--- src/hw/rtl/tvts_pkg.sv ---
`default_nettype none

package tvts_pkg;

    localparam int FREQ_W = 22;
    localparam int CMP_W = 16;
    localparam int GAP_W = 16;
    localparam int DUR_PORT_W = 10;
    localparam int LEN_W = 9;
    localparam int DIV_W = 23;

    localparam logic [DIV_W-1:0] DIVIDEND = 23'd6250000;
    localparam logic [FREQ_W-1:0] FREQ_MIN = 22'd96;
    localparam logic [FREQ_W-1:0] FREQ_MAX = 22'd3125000;

    localparam logic [1:0] CFG_RIGHT_LENGTH = 2'd0;
    localparam logic [1:0] CFG_LEFT_LENGTH = 2'd1;
    localparam logic [1:0] CFG_ONE_SHOT = 2'd2;

    typedef enum logic [1:0] {
        ACT_TICK     = 2'd0,
        ACT_WR_RIGHT = 2'd1,
        ACT_WR_LEFT  = 2'd2,
        ACT_START    = 2'd3
    } t_action;

    typedef enum logic [2:0] {
        S_IDLE,
        S_STEP_R,
        S_STEP_L,
        S_APPLY_R,
        S_DIV_R,
        S_APPLY_L,
        S_DIV_L,
        S_OUT
    } t_state;

    typedef struct packed {
        t_action                 action;
        logic [7:0]              note_index;
        logic [FREQ_W-1:0]       note_frequency;
        logic [DUR_PORT_W-1:0]   note_duration;
    } t_in;

    typedef struct packed {
        logic              right_enable;
        logic [CMP_W-1:0]  right_compare;
        logic              right_restart;
        logic              left_enable;
        logic [CMP_W-1:0]  left_compare;
        logic              left_restart;
        logic              song_over;
    } t_out;

    typedef struct packed {
        logic busy;
        logic done;
    } t_div_status;

endpackage

`default_nettype wire

--- src/hw/rtl/tvts_divider.sv ---
`default_nettype none

module tvts_divider (
    input  wire logic                          i_clk,
    input  wire logic                          i_rst_n,
    input  wire logic                          i_start,
    input  wire logic [tvts_pkg::FREQ_W-1:0]   i_divisor,
    output tvts_pkg::t_div_status              o_status,
    output logic      [tvts_pkg::CMP_W-1:0]    o_quotient
);

    import tvts_pkg::*;

    localparam int CW = $clog2(DIV_W);

    logic              r_busy, n_busy;
    logic              r_done, n_done;
    logic [CW-1:0]     r_cnt, n_cnt;
    logic [FREQ_W-1:0] r_div, n_div;
    logic [FREQ_W-1:0] r_rem, n_rem;
    logic [DIV_W-1:0]  r_quo, n_quo;

    always_ff @(posedge i_clk) begin
        if (!i_rst_n) begin
            r_busy <= 1'b0;
            r_done <= 1'b0;
            r_cnt  <= '0;
        end else begin
            r_busy <= n_busy;
            r_done <= n_done;
            r_cnt  <= n_cnt;
        end
        r_div <= n_div;
        r_rem <= n_rem;
        r_quo <= n_quo;
    end

    always_comb begin
        logic [DIV_W-1:0] trial;
        logic [DIV_W-1:0] diff;
        logic             ge;
        trial  = {r_rem, r_quo[DIV_W-1]};
        diff   = trial - {1'b0, r_div};
        ge     = trial >= {1'b0, r_div};
        n_busy = r_busy;
        n_done = 1'b0;
        n_cnt  = r_cnt;
        n_div  = r_div;
        n_rem  = r_rem;
        n_quo  = r_quo;
        if (i_start) begin
            n_busy = 1'b1;
            n_cnt  = '0;
            n_div  = i_divisor;
            n_rem  = '0;
            n_quo  = DIVIDEND;
        end else if (r_busy) begin
            n_rem = ge ? diff[FREQ_W-1:0] : trial[FREQ_W-1:0];
            n_quo = {r_quo[DIV_W-2:0], ge};
            n_cnt = r_cnt + CW'(1);
            if (r_cnt == CW'(DIV_W - 1)) begin
                n_busy = 1'b0;
                n_done = 1'b1;
            end
        end
    end

    assign o_status.busy = r_busy;
    assign o_status.done = r_done;
    assign o_quotient    = r_quo[CMP_W-1:0];

endmodule

`default_nettype wire

--- config.mk ---
export PLATFORM = sky130hd
export DESIGN_NAME = tvts_divider
export DESIGN_NICKNAME = d
export VERILOG_FILES = /design/src/hw/rtl/tvts_pkg.sv /design/src/hw/rtl/tvts_divider.sv
export SDC_FILE = /design/constraint.sdc
export NUM_CORES = 1
export LEC_CHECK = 0
export ABC_AREA = 1
export BUFFER_PORTS_ARGS = -buffer_cell sky130_fd_sc_hd__buf_4
export CAP_MARGIN = 25
export CORE_UTILIZATION = 40
export CTS_CLUSTER_DIAMETER = 40
export DETAILED_ROUTE_END_ITERATION = 12
export SYNTH_ARGS = -nofsm -noshare
export SYNTH_HDL_FRONTEND = slang
export SYNTH_SLANG_ARGS = --single-unit
--- constraint.sdc ---
create_clock -name i_clk -period 1.9 [get_ports i_clk]
set_input_delay 0.19 -clock i_clk [delete_from_list [all_inputs] [get_ports i_clk]]
set_output_delay 0.19 -clock i_clk [all_outputs]
set_load 0.005 [all_outputs]
; Yosys cells after proc, flatten, opt, wreduce, memory -nomap -nowiden
; Index checks and enable logic that the tools add are counted.
[totals]
ff_bits = 74
input_bits = 25
output_inout_bits = 18
word_cells = 19
[op_classes]
add_sub_neg = 2
n_lt_le_gt_ge = 1
n_eq_ne = 1
n_mux = 5
n_bitwise = 2
n_reduce_logical = 2
[op_table]
columns = cell, count
row1 = $ge 23x22->1, 1
row2 = $mux 22, 1
row3 = $sub 22x22->22, 1
row4 = $add 5x1->5 const B, 1
row5 = $eq 5x5->1 const B, 1
row6 = $mux 1, 4
row7 = $reduce_or 3->1, 1
row8 = $not 1->1, 2
row9 = $reduce_or 2->1, 1

; Depth between registers and ports, before layout
[logic_depth]
word_depth = 4
depth_mapped = 17
ltp_nobuf = 16

; Least setup slack after synthesis
; OpenSTA, ideal clock, no wires.
[synth_timing]
path_type = reg-to-reg
start = reg r_div[18]
end = reg r_rem[10]
setup_time_ps = 57
arrival_ps = 1816
required_ps = 1843
setup_slack_ps = 27
stages_incl_launch_ff = 15
path_buffers = 1
synth_period_minus_slack_ps = 1873
cell_sequence = edfxtp_1 -> inv_1 -> ha_1 -> nand2_1 -> nand2_1 -> o21bai_1 -> and2b_1 -> nor2_4 -> nand2_4 -> buf_12 -> nor2_8 -> nand2_1 -> nand3_1 -> nand2_1 -> inv_1
[synth_between]
elab_chain_len = 2
[synth_lines]
columns = element, line_no
row1 = "start, declared", tvts_divider.sv:19  ; logic [FREQ_W-1:0] r_div, n_div;
row2 = "start signal, assigned", tvts_divider.sv:33  ; r_div <= n_div;
row3 = $ge 23x22->1, tvts_divider.sv:44  ; ge = trial >= {1'b0, r_div};
row4 = $mux 22, tvts_divider.sv:58  ; n_rem = ge ? diff[FREQ_W-1:0] : trial[FREQ_W-1:0];
row5 = "end signal, assigned", tvts_divider.sv:34  ; r_rem <= n_rem;
row6 = "end, declared", tvts_divider.sv:20  ; logic [FREQ_W-1:0] r_rem, n_rem;
; Every way passes these cells.
; A chain may end at the register's enable or synchronous reset.

; Worst setup path in the final report
[layout_timing]
start = reg r_div[7]
end = reg r_rem[17]
[layout_between]
elab_chain_len = 2
elab_cells_between_ends = 3
cone_classes = 1 x add/sub / 1 x order compare / 1 x mux
[layout_lines]
columns = element, line_no
row1 = $sub 22x22->22 / $ge 23x22->1 (equally long branches), "tvts_divider.sv:43, tvts_divider.sv:44"
row2 = $mux 22 *, tvts_divider.sv:58
; Every way passes the cells marked *; elsewhere a longest branch is shown, timed or not.

==> metrics.md <==
| Metric | Value |
|---|---|
| CTS tree | `done` |
| YS warnings | `0` |
| Cts bufs inserted | `9` |
| RR Startpoint | `r_div[7]` |
| DR WL/cell | `around 14 um` |
| Die width | `roughly 110 um` |
| Ports | `43` |
| Clk Latency, worst-skew pair | `350 ps` |
| Final Max Slew Viols | `0` |
| Worst Path Max Fanout | `6` |
| Rel. slew slack | `0.623` |
| Placed Cells | `889` |
| Worst Path Arrival | `2300 ps` |
| Worst-case reg-to-reg path depth | `15` |
| Layout cells sized above 1 | `0.373` |
| Largest net degree at the start of global routing | `between 50 and 60` |
| Least-Margin Pin Slew | `roughly 560 ps` |
| CP endpoint kind | `flip-flop` |
| Max Clk Rate | `~0.5 GHz` |
| Worst Clk Skew | `about 7.6 ps` |
| Final ANT Viol Nets | `0` |
| Synthesized Nets | `approximately 710` |
| Post-synth cell types | `39` |
| Largest stage delay on the critical path | `between 300 and 400 ps` |
| DPL Wire Length | `~8.6 mm` |
| Cell Area, Placed | `5510 um2` |
| Layout Nets | `between 800 and 900` |
| Crit-path cells | `inv_2, ha_4, nand2_2, nor2_4, inv_1, nor2_2, nand2_1, nand2_2, nor2_4, buf_12, nand2_8, nand2_4, nor2_1, nor2_2, nor2_1` |
| Worst reg2reg setup slack | `-120 ps` |
| Final WL | `between 10 and 15 mm` |
| Synth-to-Final Area Change | `45.8%` |
| Pwr Total | `approximately 4.3 mW` |
| Placement Rows | `38` |
| Status | `finished, violations left` |
| First-pass GRT wire length | `21.2 mm` |
| Post-synth EDFFs | `22` |
| Input/output buffers | `between 40 and 50` |
| Pre-CTS setup slack | `-225 ps` |
| Final Hold Viols | `0` |
| Worst Path Required | `approximately 2200 ps` |
| Clock-pin slew on the worst setup and hold paths | `60 ps` |
| IR Drop Worst-Case VDD | `between 0.0005 and 0.0006 V` |
| H-Tree Depth | `3` |
| Clock root buffer | `clkbuf_16` |
| # setup viols final | `22` |
| Via count | `4684` |
| Clk sink count | `74` |
| Leakage | `around 3.3 nW` |
| Register area share after synthesis | `0.368` |
| Gp weighted congestion | `a little over 0.9` |
| Total track usage | `0.232` |
| Kind of critical path | `reg2reg` |
| Setup WS post-layout | `-120 ps` |
| Die area | `12000 um2` |
| Max Cap Viol | `0` |
| Most frequent cells in the layout | `164 x nand2_1, 142 x buf_4, 74 x inv_1, 59 x nand3_1, 51 x dfxtp_1` |
| Failing checks | `setup timing` |
| Antenna violations before repair | `0` |
| Top cell type's share of synthesized area | `0.225` |
| Initial DRT Pass Iterations | `5` |
| Worst R2R End | `r_rem[17]` |
| Area contributors post-synth | `dfxtp_1 22%, nand2_1 16%, edfxtp_1 14%` |
| Fin crit share | `1.06` |
| Dominant synthesized flop cell | `dfxtp_1` |
| Chip Height | `roughly 110 um` |
| Vias in the first global route | `4461` |
| CP max stage cell | `edfxtp_1` |
| Async set-reset flop share out of synthesis | `0` |
| Mapped cell area | `about 4600 um2` |
| Most area-hungry cell type in the Yosys netlist | `dfxtp_1` |
| Fin crit period | `around 2000 ps` |
| Seq cells post-synth | `74` |
| Hold Path Stages | `1` |
| Starting density of the core | `0.419` |
| Finished Cell Area | `~6700 um2` |
| Initial DRC count | `282` |
| Power Dens Cells | `about 630 nW/um2` |
| Fin cells | `between 900 and 1000` |
| Drt drc | `0` |
| Final core utilization | `0.612` |
| Maximum root-to-sink buffer count | `2` |
| Most common cell after layout, fill and taps aside | `nand2_1` |
| CP Launch Type | `flip-flop` |
| Final antenna diode count | `0` |
| Vias/cell | `about 5` |
| Post-Syn Instances | `about 660` |
| HP Start | `i_divisor[5]` |
| HP Class | `in2reg` |
| RSZ-0062 raised after global routing | `true` |
| Gr ovfl total | `0` |
| Placeable Area | `about 11000 um2` |
| Hold Path End | `r_div[5]` |
| Avg Inst Size Synth | `between 6 and 7 um2` |
[repair_timing]
action                                  4_1_cts  5_1_grt
cloned                                        4        2
endpoints found under the setup margin       23       23
hold buffers                                  0        0
gates resized for setup                     101       34
pin swaps                                    43       40
setup buffers                                21        5
[cell type report]
class                           count  area (um2)
Fill cell                         961        4280
Multi-Input combinational cell    457        2940
Sequential cell                    74        1700
Timing Repair Buffer              154        1260
Inverter                           96         360
Clock buffer                       10         250
Tap cell                          140         175
Clock inverter                      6        52.6
[worst max-delay path: cells and delay by family (launching register included)]
family	cells	cell delay, ps
and+or+nand+nor	11	1070
DFF	1	340
adders and majority gates	1	290
buffers and inverters	3	250
[registers in the layout (all words and copies together), names as in the netlist]
register and cells:
r_quo 23, r_div 22, r_busy 1, r_rem 22
r_cnt 5, r_done 1
[cells in the mapped netlist, types with 3 or more instances]
library cell	instances
nand3b_1	6
nand2_1	196
edfxtp_1	22
nand2_4	3
nand2_2	8
ha_1	24
nand4_1	20
a21oi_1	25
inv_1	94
buf_2	4
o21bai_1	3
nor2_1	54
a21oi_2	3
nor2_2	3
o21ai_0	13
nand3_1	65
dfxtp_1	52
nor3_1	7
clkbuf_1	12
xor2_1	7
buf_4	19
[cell families after synthesis]
kind of cell | Yosys count | synth area share
xor gates and xnor gates | 9 | 0.0170
buffers and inverters | 134 | 0.130
and+or+nand+nor | 370 | 0.356
adders and majority gates | 25 | 0.0692
DFF | 74 | 0.368
AOI/OAI and AO/OA | 49 | 0.0595
[metal layers]
layer	global-route usage	up-vias	routed length (um)
li1	-	2357	-
met5	0	-	0
met3	0.0575	24	676
met4	0.0724	0	323
met2	0.390	115	6320
met1	0.292	2188	6090
[stage by stage]
stage / hold WS (ps) / TNS [ps]
global route: 2.63 / -4360
CTS: 3.72 / -308
floorplan: 289 / 0
global placement: 368 / -4160
finish: 13.3 / -1680
detailed placement: 369 / -4290
[worst max-delay path by stage]
stage	start	to	slack, ps	cells past startpoint
floorplan	r_div[18]	r_rem[10]	30	14
global placement	r_div[5]	r_rem[15]	-220	14
detailed placement	r_div[5]	r_rem[15]	-220	14
CTS	r_div[7]	r_rem[13]	-30	15
global route	r_div[7]	r_rem[16]	-250	15
finish	r_div[7]	r_rem[17]	-120	15
[where the power goes]
group | switching, mW | total [mW] | internal, mW | leakage [nW]
clock | 0.742 | 1.73 | 0.990 | 0.151
combinational | 0.398 | 0.757 | 0.359 | 2.56
sequential | 0.0499 | 1.76 | 1.71 | 0.640
total | 1.19 | 4.25 | 3.06 | 3.35
Power figures use the tool's default switching activity.
